$ cat config.mk
export PLATFORM = sky130hd
export DESIGN_NAME = stopwatch_with_key_lockout_unit
export DESIGN_NICKNAME = d
export VERILOG_FILES = /design/src/sv/swkl_pkg.sv /design/src/sv/swkl_regs.sv /design/src/sv/swkl_core.sv /design/src/sv/swkl_outbuf.sv /design/src/sv/stopwatch_with_key_lockout_unit.sv
export SDC_FILE = /design/constraint.sdc
export NUM_CORES = 1
export LEC_CHECK = 0
export ABC_CLOCK_PERIOD_IN_PS = 15700
export BUFFER_PORTS_ARGS = -buffer_cell sky130_fd_sc_hd__buf_2
export CAP_MARGIN = 10
export CORE_AREA = 2 2 117 205
export DETAILED_ROUTE_END_ITERATION = 10
export DIE_AREA = 0 0 119 207
export PLACE_DENSITY_LB_ADDON = 0.05
export SLEW_MARGIN = 20
export SYNTH_ARGS = -nofsm -noshare
export SYNTH_HDL_FRONTEND = slang
export SYNTH_SLANG_ARGS = --single-unit
$ cat constraint.sdc
create_clock -name clk -period 15.7 [get_ports clk]
set_clock_uncertainty 0.2 [all_clocks]
set_input_delay 3.14 -clock clk [delete_from_list [all_inputs] [get_ports clk]]
set_output_delay 3.14 -clock clk [all_outputs]
set_load 0.01 [all_outputs]
$ cat src/sv/swkl_pkg.sv
// Shared types and constants of the stopwatch with key lockout.
`default_nettype none
package swkl_pkg;

  localparam int unsigned LimitWidth = 13;
  localparam int unsigned FramesWidth = 8;
  localparam int unsigned LockWidth = 9;
  localparam int unsigned ApbDataWidth = 32;
  localparam int unsigned ApbAddrWidth = 4;

  // Reset values of the configuration registers.
  localparam logic [LimitWidth-1:0] GreenReset = 13'd60;
  localparam logic [LimitWidth-1:0] YellowReset = 13'd90;
  localparam logic [LimitWidth-1:0] OrangeReset = 13'd180;
  localparam logic [FramesWidth-1:0] FramesReset = 8'd10;

  // Register word indexes (byte address is four times the index).
  typedef enum logic [1:0] {
    REG_GREEN  = 2'd0,
    REG_YELLOW = 2'd1,
    REG_ORANGE = 2'd2,
    REG_FRAMES = 2'd3
  } reg_idx_t;

  // Request operation codes; the fourth code is unused and ignored.
  typedef enum logic [1:0] {
    OP_TICK  = 2'd0,
    OP_FRAME = 2'd1,
    OP_CLICK = 2'd2
  } op_t;

  typedef enum logic [1:0] {
    ZONE_GREEN  = 2'd0,
    ZONE_YELLOW = 2'd1,
    ZONE_ORANGE = 2'd2,
    ZONE_RED    = 2'd3
  } zone_t;

  typedef struct packed {
    logic [LimitWidth-1:0]  green_limit_s;
    logic [LimitWidth-1:0]  yellow_limit_s;
    logic [LimitWidth-1:0]  orange_limit_s;
    logic [FramesWidth-1:0] lockout_frames;
  } cfg_t;

  typedef struct packed {
    logic [3:0] min_tens;
    logic [3:0] min_ones;
    logic [2:0] sec_tens;
    logic [3:0] sec_ones;
    logic [3:0] tenth_digit;
    logic [3:0] hundredth_digit;
    logic [1:0] color_zone;
    logic       running;
  } result_t;

endpackage
`default_nettype wire

$ cat src/sv/swkl_regs.sv
// APB configuration registers of the stopwatch.
`default_nettype none
module swkl_regs (
  input  logic                                clk,
  input  logic                                rst,
  input  logic                                psel,
  input  logic                                penable,
  input  logic                                pwrite,
  input  logic [swkl_pkg::ApbAddrWidth-1:0]   paddr,
  input  logic [swkl_pkg::ApbDataWidth-1:0]   pwdata,
  output logic [swkl_pkg::ApbDataWidth-1:0]   prdata,
  output logic                                pready,
  output swkl_pkg::cfg_t                      cfg
);
  import swkl_pkg::*;

  logic     wr_en;
  reg_idx_t idx;

  assign pready = 1'b1;
  assign wr_en  = psel && penable && pwrite && pready;
  assign idx    = reg_idx_t'(paddr[3:2]);

  always_ff @(posedge clk) begin
    if (rst) begin
      cfg.green_limit_s  <= GreenReset;
      cfg.yellow_limit_s <= YellowReset;
      cfg.orange_limit_s <= OrangeReset;
      cfg.lockout_frames <= FramesReset;
    end else if (wr_en) begin
      case (idx)
        REG_GREEN:  cfg.green_limit_s  <= pwdata[LimitWidth-1:0];
        REG_YELLOW: cfg.yellow_limit_s <= pwdata[LimitWidth-1:0];
        REG_ORANGE: cfg.orange_limit_s <= pwdata[LimitWidth-1:0];
        REG_FRAMES: cfg.lockout_frames <= pwdata[FramesWidth-1:0];
        default:    ;
      endcase
    end
  end

  always_comb begin
    case (idx)
      REG_GREEN:  prdata = {{(ApbDataWidth-LimitWidth){1'b0}}, cfg.green_limit_s};
      REG_YELLOW: prdata = {{(ApbDataWidth-LimitWidth){1'b0}}, cfg.yellow_limit_s};
      REG_ORANGE: prdata = {{(ApbDataWidth-LimitWidth){1'b0}}, cfg.orange_limit_s};
      REG_FRAMES: prdata = {{(ApbDataWidth-FramesWidth){1'b0}}, cfg.lockout_frames};
      default:    prdata = '0;
    endcase
  end

endmodule
`default_nettype wire

$ cat src/sv/swkl_core.sv
// Stopwatch state: decimal time counters, run flag, key lockout and frame result.
`default_nettype none
module swkl_core (
  input  logic              clk,
  input  logic              rst,
  input  logic              in_fire,
  input  logic [1:0]        op,
  input  logic              key_down,
  input  swkl_pkg::cfg_t    cfg,
  output logic              push,
  output swkl_pkg::result_t result
);
  import swkl_pkg::*;

  // Time held as decimal digits: mm:ss.mmm
  typedef struct packed {
    logic [3:0] min_t;
    logic [3:0] min_o;
    logic [2:0] sec_t;
    logic [3:0] sec_o;
    logic [3:0] ms_h;
    logic [3:0] ms_t;
    logic [3:0] ms_o;
  } bcd_time_t;

  bcd_time_t            time_q, time_next;
  logic                 run_q, run_next;
  logic [LockWidth-1:0] lock_q, lock_next;

  // Frame intermediates
  bcd_time_t            time_key;
  logic                 run_key;
  logic [LockWidth-1:0] lock_key;
  logic [LockWidth-1:0] lock_inc;
  logic [6:0]           minutes;
  logic [LimitWidth-1:0] total_s;
  zone_t                zone;
  logic                 saturated;
  logic                 min_cap;

  assign saturated = time_q.min_t == 4'd9 && time_q.min_o == 4'd9 &&
                     time_q.sec_t == 3'd5 && time_q.sec_o == 4'd9 &&
                     time_q.ms_h == 4'd9 && time_q.ms_t == 4'd9 && time_q.ms_o == 4'd9;

  // Key handling within a frame, before the digits are formed.
  always_comb begin
    run_key  = run_q;
    time_key = time_q;
    lock_key = lock_q;
    if (lock_q == '0 && key_down) begin
      run_key  = !run_q;
      lock_key = {{(LockWidth-1){1'b0}}, 1'b1};
      if (!run_q) begin
        time_key = '0;
      end
    end
    lock_inc = lock_key;
    if (lock_key != '0) begin
      lock_inc = lock_key + 1'b1;
      if (lock_inc > {1'b0, cfg.lockout_frames}) begin
        lock_inc = '0;
      end
    end
  end

  // Elapsed whole seconds and colour zone of the frame.
  always_comb begin
    minutes = 7'(time_key.min_t * 4'd10) + 7'(time_key.min_o);
    total_s = LimitWidth'(minutes * 6'd60) + LimitWidth'(time_key.sec_t * 4'd10)
              + LimitWidth'(time_key.sec_o);
    if (total_s < cfg.green_limit_s) begin
      zone = ZONE_GREEN;
    end else if (total_s < cfg.yellow_limit_s) begin
      zone = ZONE_YELLOW;
    end else if (total_s < cfg.orange_limit_s) begin
      zone = ZONE_ORANGE;
    end else begin
      zone = ZONE_RED;
    end
    min_cap = time_key.min_t == 4'd9 && time_key.min_o == 4'd9;
  end

  always_comb begin
    time_next = time_q;
    run_next  = run_q;
    lock_next = lock_q;
    push      = 1'b0;
    if (in_fire) begin
      case (op)
        OP_TICK: begin
          if (run_q && !saturated) begin
            if (time_q.ms_o != 4'd9) begin
              time_next.ms_o = time_q.ms_o + 4'd1;
            end else begin
              time_next.ms_o = '0;
              if (time_q.ms_t != 4'd9) begin
                time_next.ms_t = time_q.ms_t + 4'd1;
              end else begin
                time_next.ms_t = '0;
                if (time_q.ms_h != 4'd9) begin
                  time_next.ms_h = time_q.ms_h + 4'd1;
                end else begin
                  time_next.ms_h = '0;
                  if (time_q.sec_o != 4'd9) begin
                    time_next.sec_o = time_q.sec_o + 4'd1;
                  end else begin
                    time_next.sec_o = '0;
                    if (time_q.sec_t != 3'd5) begin
                      time_next.sec_t = time_q.sec_t + 3'd1;
                    end else begin
                      time_next.sec_t = '0;
                      if (time_q.min_o != 4'd9) begin
                        time_next.min_o = time_q.min_o + 4'd1;
                      end else begin
                        time_next.min_o = '0;
                        time_next.min_t = time_q.min_t + 4'd1;
                      end
                    end
                  end
                end
              end
            end
          end
        end
        OP_FRAME: begin
          push      = 1'b1;
          lock_next = lock_inc;
          if (min_cap) begin
            run_next  = 1'b0;
            time_next = '0;
          end else begin
            run_next  = run_key;
            time_next = time_key;
          end
        end
        OP_CLICK: begin
          run_next = !run_q;
          if (!run_q) begin
            time_next = '0;
          end
        end
        default: ;
      endcase
    end
  end

  always_comb begin
    result.min_tens        = time_key.min_t;
    result.min_ones        = time_key.min_o;
    result.sec_tens        = time_key.sec_t;
    result.sec_ones        = time_key.sec_o;
    result.tenth_digit     = time_key.ms_h;
    result.hundredth_digit = time_key.ms_t;
    result.color_zone      = zone;
    result.running         = run_key && !min_cap;
  end

  always_ff @(posedge clk) begin
    if (rst) begin
      time_q <= '0;
      run_q  <= 1'b0;
      lock_q <= '0;
    end else begin
      time_q <= time_next;
      run_q  <= run_next;
      lock_q <= lock_next;
    end
  end

  a_digits_decimal: assert property (@(posedge clk) disable iff (rst)
    time_q.ms_o <= 4'd9 && time_q.ms_t <= 4'd9 && time_q.ms_h <= 4'd9 &&
    time_q.sec_o <= 4'd9 && time_q.sec_t <= 3'd5 &&
    time_q.min_o <= 4'd9 && time_q.min_t <= 4'd9)
    else $error("stopwatch digit out of decimal range");

  // The limit may be lowered while a lockout runs, so only the largest
  // setting bounds the count.
  a_lock_bound: assert property (@(posedge clk) disable iff (rst)
    lock_q <= {1'b0, {FramesWidth{1'b1}}})
    else $error("lockout count beyond its largest setting");

  a_cap_stops: assert property (@(posedge clk) disable iff (rst)
    (push && min_cap) |=> (!run_q && time_q == '0))
    else $error("minute ninety-nine frame did not stop and clear");

endmodule
`default_nettype wire

$ cat src/sv/swkl_outbuf.sv
// Result register with a skid stage for the frame results.
`default_nettype none
module swkl_outbuf (
  input  logic              clk,
  input  logic              rst,
  input  logic              push,
  input  swkl_pkg::result_t push_data,
  output logic              room,
  output logic              out_valid,
  input  logic              out_ready,
  output swkl_pkg::result_t out_data
);
  import swkl_pkg::*;

  logic    skid_valid, skid_valid_next;
  logic    out_valid_next;
  result_t skid_data;
  logic    pop;

  assign room = !skid_valid;
  assign pop  = out_valid && out_ready;

  always_comb begin
    out_valid_next  = out_valid;
    skid_valid_next = skid_valid;
    if (push) begin
      if (!out_valid || pop) begin
        out_valid_next = 1'b1;
      end else begin
        skid_valid_next = 1'b1;
      end
    end else if (pop) begin
      if (skid_valid) begin
        skid_valid_next = 1'b0;
      end else begin
        out_valid_next = 1'b0;
      end
    end
  end

  always_ff @(posedge clk) begin
    if (rst) begin
      out_valid  <= 1'b0;
      skid_valid <= 1'b0;
    end else begin
      out_valid  <= out_valid_next;
      skid_valid <= skid_valid_next;
    end
  end

  always_ff @(posedge clk) begin
    if (push && (!out_valid || pop)) begin
      out_data <= push_data;
    end else if (pop && skid_valid) begin
      out_data <= skid_data;
    end
    if (push && out_valid && !pop) begin
      skid_data <= push_data;
    end
  end

  a_skid_behind_out: assert property (@(posedge clk) disable iff (rst)
    skid_valid |-> out_valid)
    else $error("skid stage holds a result while the output stage is empty");

  a_no_push_when_full: assert property (@(posedge clk) disable iff (rst)
    push |-> room)
    else $error("result pushed while both stages are full");

endmodule
`default_nettype wire

$ cat src/sv/stopwatch_with_key_lockout_unit.sv
// Top level of the stopwatch with key lockout: registers, core and result buffer.
//
//   Channel   Signals                               Direction  Carries
//   request   in_valid, in_ready, op, key_down      in         tick, frame or click
//   result    out_valid, out_ready, digits, zone    out        one per frame request
//   config    psel, penable, pwrite, paddr, pwdata  in         three limits, lockout frames
//
// Each request is taken while in_ready is high, and a new one may follow back to back.
// A frame request's result goes to the result register, or to the skid entry
// when it is full and not read. Ticks, clicks and the unused code give no result.
// Reset (synchronous) stops the stopwatch, clears the time and the lockout and
// loads the default limits. A stalled result sink holds the result register and
// one skid entry; in_ready falls only once both are occupied.
`default_nettype none
module stopwatch_with_key_lockout_unit (
  input  logic                              clk,
  input  logic                              rst,
  // APB configuration port
  input  logic                              psel,
  input  logic                              penable,
  input  logic                              pwrite,
  input  logic [swkl_pkg::ApbAddrWidth-1:0] paddr,
  input  logic [swkl_pkg::ApbDataWidth-1:0] pwdata,
  output logic [swkl_pkg::ApbDataWidth-1:0] prdata,
  output logic                              pready,
  // Request channel
  input  logic                              in_valid,
  output logic                              in_ready,
  input  logic [1:0]                        op,
  input  logic                              key_down,
  // Result channel
  output logic                              out_valid,
  input  logic                              out_ready,
  output logic [3:0]                        min_tens,
  output logic [3:0]                        min_ones,
  output logic [2:0]                        sec_tens,
  output logic [3:0]                        sec_ones,
  output logic [3:0]                        tenth_digit,
  output logic [3:0]                        hundredth_digit,
  output logic [1:0]                        color_zone,
  output logic                              running
);
  import swkl_pkg::*;

  cfg_t    cfg;
  result_t core_result;
  result_t out_data;
  logic    push;
  logic    room;
  logic    in_fire;

  // The core only ever produces a result for a frame, and a request is taken
  // only while the skid entry is free, so no result can be lost.
  assign in_ready = room;
  assign in_fire  = in_valid && in_ready;

  swkl_regs u_regs (
    .clk     (clk),
    .rst     (rst),
    .psel    (psel),
    .penable (penable),
    .pwrite  (pwrite),
    .paddr   (paddr),
    .pwdata  (pwdata),
    .prdata  (prdata),
    .pready  (pready),
    .cfg     (cfg)
  );

  swkl_core u_core (
    .clk      (clk),
    .rst      (rst),
    .in_fire  (in_fire),
    .op       (op),
    .key_down (key_down),
    .cfg      (cfg),
    .push     (push),
    .result   (core_result)
  );

  swkl_outbuf u_outbuf (
    .clk       (clk),
    .rst       (rst),
    .push      (push),
    .push_data (core_result),
    .room      (room),
    .out_valid (out_valid),
    .out_ready (out_ready),
    .out_data  (out_data)
  );

  // The result fields leave the block as separate ports.
  assign min_tens        = out_data.min_tens;
  assign min_ones        = out_data.min_ones;
  assign sec_tens        = out_data.sec_tens;
  assign sec_ones        = out_data.sec_ones;
  assign tenth_digit     = out_data.tenth_digit;
  assign hundredth_digit = out_data.hundredth_digit;
  assign color_zone      = out_data.color_zone;
  assign running         = out_data.running;

endmodule
`default_nettype wire
# Yosys cells after proc, flatten, opt, wreduce, memory -nomap -nowiden
# Cells that the tools add are included.
# op_classes
eq_ne	31
n_mul	3
magnitude_cmp	4
muxes	38
reduce_logical	48
add_sub_neg	11
# ops
cell	count
$pmux 32 s4	1
$mux 27	4
$pmux 27 s3	1
$mux 26	2
$lt 13x13->1	3
$eq 4x4->1 const B	8
$mux 9	3
$add 4x1->4 const B	6
$mux 4	6
$mux 23	1
$ne 4x4->1 const B	5
$mux 19	1
$logic_and 1x1->1	18
$ne 2x2->1 const B	8
$mux 15	1
$reduce_and 2->1	7
$add 13x4->13	1
$add 13x7->13	1
$mux 1	12
$mul 7x4->11 const B	1
$mux 11	1
$add 9x1->9 const B	1
$gt 9x8->1	1
$logic_not 9->1	1
other kinds (27)	41
# totals
reg_bits	138
input_bits	46
output_inout_bits	61

# Logic depth before layout (Yosys ltp)
# Gate-level depths: netlist (run 1).
# depth
ltp_word	13
depth_mapped	32
ltp_nobuf	30

# Modules after synthesis
# Synthesis (run 1) repeated with hierarchy kept, for this count alone.
# unflattened
hier_cells	996
area_unflattened_um2	9610.5
# modules_own_cells
module	n_inst	seq_area_each_um2	area_each_um2	cells_each
swkl_core	1	740.7	5124.9	667
swkl_regs	1	940.9	2379.8	232
swkl_outbuf	1	1601.5	2099.5	96
stopwatch_with_key_lockout_unit	1	0.0	6.3	1

# Worst setup path before layout (run 1)
# OpenSTA, ideal clock, no wires.
# synth_path
kind	input to register
from	input port key_down
to	register u_outbuf.out_data[2] (netlist name)
required_ps	15240
path_stages	26
setup_ps	260
arrival_time_ps	9326
path_slack_ps	5914
n_path_buf	0
cell_sequence	nor3b_1 > nand3_1 > nor2_1 > nor2_1 > ha_1 > xnor2_1 > inv_1 > fa_1 > fa_1 > inv_1 > ha_1 > xnor2_1 > ha_1 > ha_1 > nor2b_1 > o31ai_1 > and3b_1 > xor2_1 > ha_1 > a21o_1 > a21o_1 > a21oi_1 > o21ai_0 > a41oi_1 > nor2b_1 > mux2_2
# synth_rtl
element	line	rtl
from (decl)	stopwatch_with_key_lockout_unit.sv:30	input logic key_down,

==> run metrics, run 1 <==
outcome finished, final reports clean; CP max stage delay 0.72 ns; Fillers 2,345; EDFF count, synth 52; Rows 74; P&R area growth vs syn 11.93%; CP arrival 10.78 ns; Min Hold Slack 0.2719 ns; largest net degree at the start of global routing 65; Synth cell types 77; unrepaired setup endpoints after global routing false; Max stage delay cell, worst path nor2_1; Clock transition at path regs 0.06 ns; WL per Instance 16.25 um; slew of the pin with the lowest slew margin 0.8673 ns; IO Count 107; Final Critical Period 10.81 ns; Reg area 3283 um2; drt first pass iters 4; layout cells sized above 1 14.81%; commonest non-fill, non-tap cell in the layout nand2_1; worst-path maximum fanout 8; Final Slew Violations 0; Iter 0 DRT Violations 304; first-pass GRT wire length 36,360 um; Final Net Count 1,188; Critical Path Source Type primary input; Post-CTS Resized 0; Leak 4.268 nW; Post-synth top flop dfxtp_1; die width 119 um; ANT nets after route 0; commonest non-fill, non-tap cells in the layout nand2_1, inv_1, dfxtp_1; vias in the first global route 6,940; Crit. End Element flip-flop; Die Y 207 um; mux cell area share after synthesis 6.359%; DIE AREA 24,630 um2; Max clock buf depth 2; All-Layer GR Usage 18.70%; Syn Inst Count 997; Syn. warnings 0; final setup violating endpoints 0; Clock Sinks 138; crit share post-route 68.88%; worst min path class flip-flop to flip-flop; xor-xnor portion of the synthesized cell area 3.441%; Starting Density 39.43%; Routed WL 22,170 um; Post-Synth Adder-Cell Area 14.11%; final setup TNS 0 ns; area of the multi-input gates 5219 um2; register area share after synthesis 36.12%; Hold Vio Cnt, Final 0; cts hold-fix bufs 0; Diodes inserted 0; VDD IR max 55.85 uV; Crit path required time 15.67 ns; vias post-DR 6,969; Max Freq 0.09248 GHz; Clk Latency, worst-skew pair 0.43 ns; Synth Area in Simple Gates 17.96%; largest family of logic cells by synthesized area simple AND/OR/NAND/NOR gates; total setup buffers inserted after CTS 0; Mapped Avg Cell Area 9.117 um2; maxcap violations 0; compound-cell area share of the yosys netlist 14.47%; CTS tree built; port bufs 65; most frequent cell on the critical path ha_1; Slew headroom 41.97%; pwr/cell area 87.31 nW/um2; synthesized flop and latch total 138; Core ar. 23,050 um2; antenna violations before repair 0; Residual DRC 0; H-tree depth 4; worst setup path category primary input to flip-flop; routability cong. 0.8073; root buffer cell clkbuf_16; hpwl dp 17,000 um; async set-reset flop share out of synthesis 0%; grt ovf 0; CTS Buf Count 17; Vias per Instance 5.109; Cell Area, Synth 9090 um2
layer usage:
layer	global-route usage (%)	vias to the layer above	part of all wire, %	routed length [um]
li1	-	3587	-	-
met1	20.88	3234	40	8889
met2	34.90	115	55	12110
met3	2.863	33	2.6	586
met4	7.430	0	2.6	578
met5	0	-	0	0
synth_stat cells (22+ instances only):
library cell / n / share of area (%)
xnor2_1: 22 / 2.1
mux2_2: 22 / 2.7
a21oi_1: 71 / 3.9
clkbuf_1: 26 / 1.1
o21ai_0: 58 / 3.2
nor2_1: 49 / 2.0
nand3_1: 25 / 1.4
edfxtp_1: 52 / 17
ha_1: 84 / 12
nand2_1: 131 / 5.4
buf_4: 22 / 1.8
dfxtp_1: 86 / 19
inv_1: 90 / 3.7
stage by stage:
step           total power [W]  instance area (um2)  util [%]  instances  setup slack (ns)
2_1_floorplan        0.0004681                 9158         -       1015             5.914
3_3_place_gp         0.0004974                 9580     41.56       1332             4.354
3_5_place_dp         0.0004971                 9580     41.56       1332             4.356
4_1_cts              0.0009025                10170     44.11       1364             4.759
5_1_grt              0.0009306                10170     44.13       1364             4.241
6_report             0.0008883                10170     44.13       1364             4.886
where the power goes:
group	internal, W	switching (W)
sequential	0.000377	0.00000603
combinational	0.0000399	0.0000664
clock	0.000242	0.000158
critical path, delay by kind of cell:
kind | cells | cell delay (ns)
buffers and inverters | 3 | 0.32
AND/OR/NAND/NOR | 7 | 2.02
multiplexers | 1 | 0.30
AO/OA/AOI/OAI | 6 | 1.30
adder cells (fa/ha/maj) | 7 | 2.69
XOR/XNOR | 3 | 1.01
cell type report:
cell class,count,area share [%]
clock inverters,10,0.8608
clock buffers,22,4.919
multi-input cells,729,51.29
well taps,304,3.738
flip-flops and latches,138,32.27
inverters,91,3.357
repair buffers,70,3.566
registers in the layout, indices dropped and copies added (netlist names):
signal               count
u_core.lock_q            9
u_core.run_q             1
u_core.time_q           27
u_outbuf.out_data       26
u_outbuf.out_valid       1
u_outbuf.skid_data      26
u_outbuf.skid_valid      1
u_regs.cfg              47
logic make-up after synthesis:
family | count (synthesis)
AND/OR/NAND/NOR | 321
flip-flops | 138
adder cells (fa/ha/maj) | 96
buffers and inverters | 148
AO/OA/AOI/OAI | 213
multiplexers | 45
XOR/XNOR | 34
other | 2
final timing paths:
check	start	depth (start not counted)	slack (ns)	endpoint
max	key_down	27	4.89	u_outbuf.out_data[2]
max reg2reg	u_core.lock_q[5]	26	7.22	u_outbuf.out_data[2]
min reg2reg	u_regs.cfg[28]	2	0.27	u_regs.cfg[28]
min	u_regs.cfg[28]	2	0.27	u_regs.cfg[28]
Note: power is estimated with default switching activity, not from simulation.
==> run 2: changes to the inputs <==
ABC_AREA = 1   (was unset)
ABC_CLOCK_PERIOD_IN_PS = 9100   (was 15700)
CORE_AREA = 2 2 119 208   (was 2 2 117 205)
DIE_AREA = 0 0 121 210   (was 0 0 119 207)
clock period = 9.1 ns   (was 15.7 ns; I/O delays follow)
==> run 2 against run 1 <==
Compared with the run above: global-route usage rose by 2.7 points; setup slack worse by 3.9 ns; sequential power increased by 76%.
==> run metrics, run 2 <==
outcome finished, final reports clean; Slew headroom 53.06%; Synth cell types 49; Crit. End Element flip-flop; first-pass GRT wire length 41,950 um; Critical Path Source Type primary input; commonest non-fill, non-tap cells in the layout nand2_1, inv_1, a21oi_1; Starting Density 39.60%; Reg with most FFs u_regs.cfg; Final Slew Violations 0; P&R area growth vs syn 12.38%; WL per Instance 15.80 um; port bufs 65; Final Critical Period 8.110 ns; Clock transition at path regs 0.06 ns; hpwl dp 19,830 um; async set-reset flop share out of synthesis 0%; Post-CTS Resized 0; Cell Area, Synth 9403 um2; R2R setup slack 1.80 ns; final setup TNS 0 ns; Buf+Inv Stages, Crit Path 7; Rows 75; Mapped Avg Cell Area 7.516 um2; EDFF count, synth 52; Fillers 2,503; VDD IR max 134.5 uV; synthesized flop and latch total 138; area of the multi-input gates 5177 um2; All-Layer GR Usage 21.39%; Leak 5.033 nW; Max stage delay cell, worst path fa_1; final setup violating endpoints 0; CTS tree built; Iter 0 DRT Violations 285; Clk Latency, worst-skew pair 0.45 ns; Max Freq 0.1233 GHz; H-tree depth 4; unrepaired setup endpoints after global routing false; Residual DRC 0; layout cells sized above 1 11.16%; Reg area 3283 um2; worst setup path category primary input to flip-flop; cts hold-fix bufs 0; Core ar. 23,740 um2; Routed WL 25,670 um; IO Count 107; Crit path required time 9.10 ns; Syn. warnings 0; worst min path class flip-flop to flip-flop; most frequent cell on the critical path inv_1; Yosys top cell by area dfxtp_1; Post-synth top flop dfxtp_1; Hold Vio Cnt, Final 0; ANT nets after route 0; drt first pass iters 4; most frequent cell after synthesis nand2_1; Top delay family on crit path adder cells; largest net degree at the start of global routing 66; max FFs per register 47; DIE AREA 25,410 um2; CP arrival 8.11 ns; maxcap violations 0; Diodes inserted 0; worst-path maximum fanout 5; Synth top cells by count nand2_1, inv_1, a21oi_1; vias post-DR 8,177; vias in the first global route 8,150; die width 121 um; commonest non-fill, non-tap cell in the layout nand2_1; CTS Buf Count 17; root buffer cell clkbuf_16; Vias per Instance 5.032; top flop regs u_regs.cfg (47), u_core.time_q (27); top cell type's share of synthesized area 18.31%; register area share after synthesis 34.92%; Clock Sinks 138; Final Net Count 1,445; Tot Pwr 0.001717 W; slew of the pin with the lowest slew margin 0.7003 ns; CP max stage delay 0.53 ns; crit share post-route 89.12%; antenna violations before repair 0; grt ovf 0; Max clock buf depth 2; Syn Inst Count 1,251; total setup buffers inserted after CTS 0; routability cong. 0.8619; pwr/cell area 162.5 nW/um2; Synth area leaders dfxtp_1, edfxtp_1, ha_1; Die Y 210 um
[run 2: cell types whose count changed in the layout (fill, tap and decap cells not counted), sizes merged, moves of 13 or more]
cell   change
and2      -19
nand3     +44
a21oi     +51
nor2      +38
o21ai     +52
nor2b     -14
xnor2     -14
mux2i     -15
nand2    +141
mux2      -22
a21o      -13
inv      +100
[run 2: path summary, 6_finish.rpt]
path	startpoint	to	cells after the start
worst max-delay path	key_down	u_outbuf.out_data[2]	33
worst min-delay path	u_regs.cfg[23]	u_regs.cfg[23]	2
worst max register to register	u_core.run_q	u_outbuf.out_data[2]	31
worst min register to register	u_regs.cfg[23]	u_regs.cfg[23]	2
[run 2: cell type report]
class / count / share of cell area [%]
Clock buffer: 17 / 4.026
Clock inverter: 15 / 1.930
Inverter: 190 / 6.750
Multi-Input combinational cell: 885 / 49.00
Sequential cell: 138 / 31.07
Tap cell: 308 / 3.647
Timing Repair Buffer: 72 / 3.576
[run 2: stage by stage]
| step | worst slack (ns) | hold WS, ns | instance area, um2 | utilization [%] | std cells |
|---|---|---|---|---|---|
| floorplan | 1.164 | 0.2487 | 9470 | - | 1269 |
| global placement | 0.4677 | 0.2740 | 9935 | 41.84 | 1593 |
| detailed placement | 0.4559 | 0.2732 | 9935 | 41.84 | 1593 |
| CTS | 0.8986 | 0.2853 | 10560 | 44.50 | 1625 |
| global route | 0.4210 | 0.2995 | 10570 | 44.51 | 1625 |
| finish | 0.9904 | 0.2838 | 10570 | 44.51 | 1625 |
[run 2: cells by family after synthesis]
family                     synth area share (%)
and+or+nand+nor                           21.61
AOI/OAI and AO/OA                         16.34
buffers and inverters                     10.83
DFF                                       34.92
adders and majority gates                 13.52
xor gates and xnor gates                  2.701
other                                   0.07987
[run 2: worst min-delay path: cells and delay by family, from the launching register on]
family / cells / cell delay [ns]
flip-flops: 1 / 0.31
AO/OA/AOI/OAI: 1 / 0.06
buffers and inverters: 1 / 0.07
[run 2: layer usage]
metal / global-route usage, % / up-vias / wire (um)
met3: 2.922 / 49 / 629
met4: 11.19 / 0 / 1053
li1: - / 4201 / -
met2: 41.42 / 150 / 14340
met1: 21.54 / 3777 / 9650
met5: 0 / - / 0
[run 2: report_power, final]
group	total, W	internal (W)	switching [W]
logic	0.000280	0.0000942	0.000186
clock network	0.000765	0.000480	0.000284
registers	0.000673	0.000657	0.0000155
total	0.00172	0.00123	0.000485
==> run 3: changes to the inputs <==
ABC_CLOCK_PERIOD_IN_PS = unset   (was 9100)
clock period = 8.7 ns   (was 9.1 ns; I/O delays follow)
==> run 3 against run 2 <==
Compared with the run above: count of clock-buffer cells in the layout rose by 1; highest routed layer unchanged; largest cell class unchanged; clock power rose by 7.7%; sequential power rose by 4.5%; design area rose by 0.60%; combinational power rose by 5%.
==> run metrics, run 3 (synthesized netlist as in run 2, its figures left out) <==
outcome finished, final reports clean; root buffer cell clkbuf_16; Starting Density 39.60%; Iter 0 DRT Violations 313; cts hold-fix bufs 0; final setup TNS 0 ns; ANT nets after route 0; Vias per Instance 5.011; pwr/cell area 171.4 nW/um2; largest net degree at the start of global routing 66; Diodes inserted 0; Reg with most FFs u_regs.cfg; commonest non-fill, non-tap cells in the layout nand2_1, inv_1, a21oi_1; H-tree depth 4; Max Freq 0.1244 GHz; commonest non-fill, non-tap cell in the layout nand2_1; CTS tree built; vias post-DR 8,168; Final Net Count 1,450; P&R area growth vs syn 13.05%; WL per Instance 15.83 um; Crit path required time 8.68 ns; worst setup path category primary input to flip-flop; worst min path class flip-flop to flip-flop; vias in the first global route 8,116; Die Y 210 um; Final Slew Violations 0; grt ovf 0; worst-path maximum fanout 5; Crit. Startpoint key_down; CP arrival 8.02 ns; Final Critical Period 8.039 ns; reg-to-reg endpoint u_outbuf.out_data[2]; Clk Latency, worst-skew pair 0.44 ns; drt first pass iters 5; port bufs 65; CP max stage delay 0.54 ns; Finished Core Util 44.77%; CP endpoint u_outbuf.out_data[2]; Critical Path Source Type primary input; Setup WS pre-CTS 0.1139 ns; Reg2Reg Launch Point u_core.run_q; routability cong. 0.8585; Slew headroom 53.61%; unrepaired setup endpoints after global routing false; reg2reg path depth 31; Crit. End Element flip-flop; DIE AREA 25,410 um2; Hold Vio Cnt, Final 0; Top delay family on crit path adder cells; maxcap violations 0; Clock transition at path regs 0.06 ns; die width 121 um; antenna violations before repair 0; CTS Buf Count 17; critical path depth 33; Leak 5.077 nW; slew of the pin with the lowest slew margin 0.6951 ns; IO Count 107; final setup violating endpoints 0; first-pass GRT wire length 41,860 um; VDD IR max 117.5 uV; Fillers 2,472; most frequent cell on the critical path inv_1; Residual DRC 0; All-Layer GR Usage 21.38%; layout cells sized above 1 11.65%; Clock Sinks 138; max FFs per register 47; Max stage delay cell, worst path fa_1; top flop regs u_regs.cfg (47), u_core.time_q (27); Post-CTS Resized 0; Buf+Inv Stages, Crit Path 7; Core ar. 23,740 um2; total setup buffers inserted after CTS 0; crit share post-route 92.41%; R2R setup slack 1.50 ns; Max clock buf depth 2; Routed WL 25,800 um; final worst setup slack 0.6607 ns; Rows 75; hpwl dp 19,990 um
run 3: cell types whose count changed in the layout (fill, tap and decap cells not counted):
cell,previous run,this run
clkinvlp_4,2,0
clkbuf_1,0,1
clkinv_4,0,2
buf_4,7,12
clkinv_1,4,1
clkinv_2,3,5
inv_6,1,0
bufinv_16,5,6
run 3: layout make-up:
class                      count  area (um2)  share of cell area, %
clock inverter                14       226.5                  2.130
sequential                   138        3283                  30.89
timing repair buffer          77       415.4                  3.908
clock buffer                  18       429.2                  4.037
multi-input combinational    885        5177                  48.71
tap                          308       385.4                  3.625
inverter                     190       713.2                  6.709
run 3: routing by layer:
layer	up-vias	wire length (um)	global-route usage, %
met5	-	0	0
met4	0	830	9.503
li1	4219	-	-
met1	3747	9671	21.61
met3	45	717	3.815
met2	157	14580	41.50
run 3: worst min path at each step:
| stage | start | end | slack (ns) | cells after the start |
|---|---|---|---|---|
| after floorplan | u_core.lock_q[8] | u_core.lock_q[8] | 0.25 | 2 |
| after CTS | u_regs.cfg[23] | u_regs.cfg[23] | 0.29 | 2 |
| after detailed placement | u_regs.cfg[23] | u_regs.cfg[23] | 0.28 | 2 |
| final | u_regs.cfg[23] | u_regs.cfg[23] | 0.29 | 2 |
| after global routing | u_regs.cfg[23] | u_regs.cfg[23] | 0.31 | 2 |
| after global placement | u_regs.cfg[23] | u_regs.cfg[23] | 0.27 | 2 |
run 3: worst reg2reg max path: cells and delay by family, from the launching register on:
kind	cells	cell delay, ns
and+or+nand+nor	13	1.90
DFF	1	0.58
AOI/OAI and AO/OA	2	0.21
adders and majority gates	8	3.21
buffers and inverters	7	0.67
xor gates and xnor gates	1	0.17
run 3: per-stage QoR:
step	std cells	area, um2	power (W)	hold slack [ns]
2_1_floorplan	1269	9470	0.0009315	0.2487
3_3_place_gp	1598	9972	0.001011	0.2721
3_5_place_dp	1598	9972	0.001015	0.2785
4_1_cts	1630	10630	0.001847	0.2875
5_1_grt	1630	10630	0.001914	0.3149
6_report	1630	10630	0.001822	0.2859
run 3: power breakdown:
part,switching (W),internal [W]
combinational,0.000196,0.0000991
sequential,0.0000156,0.000687
clock,0.000290,0.000534
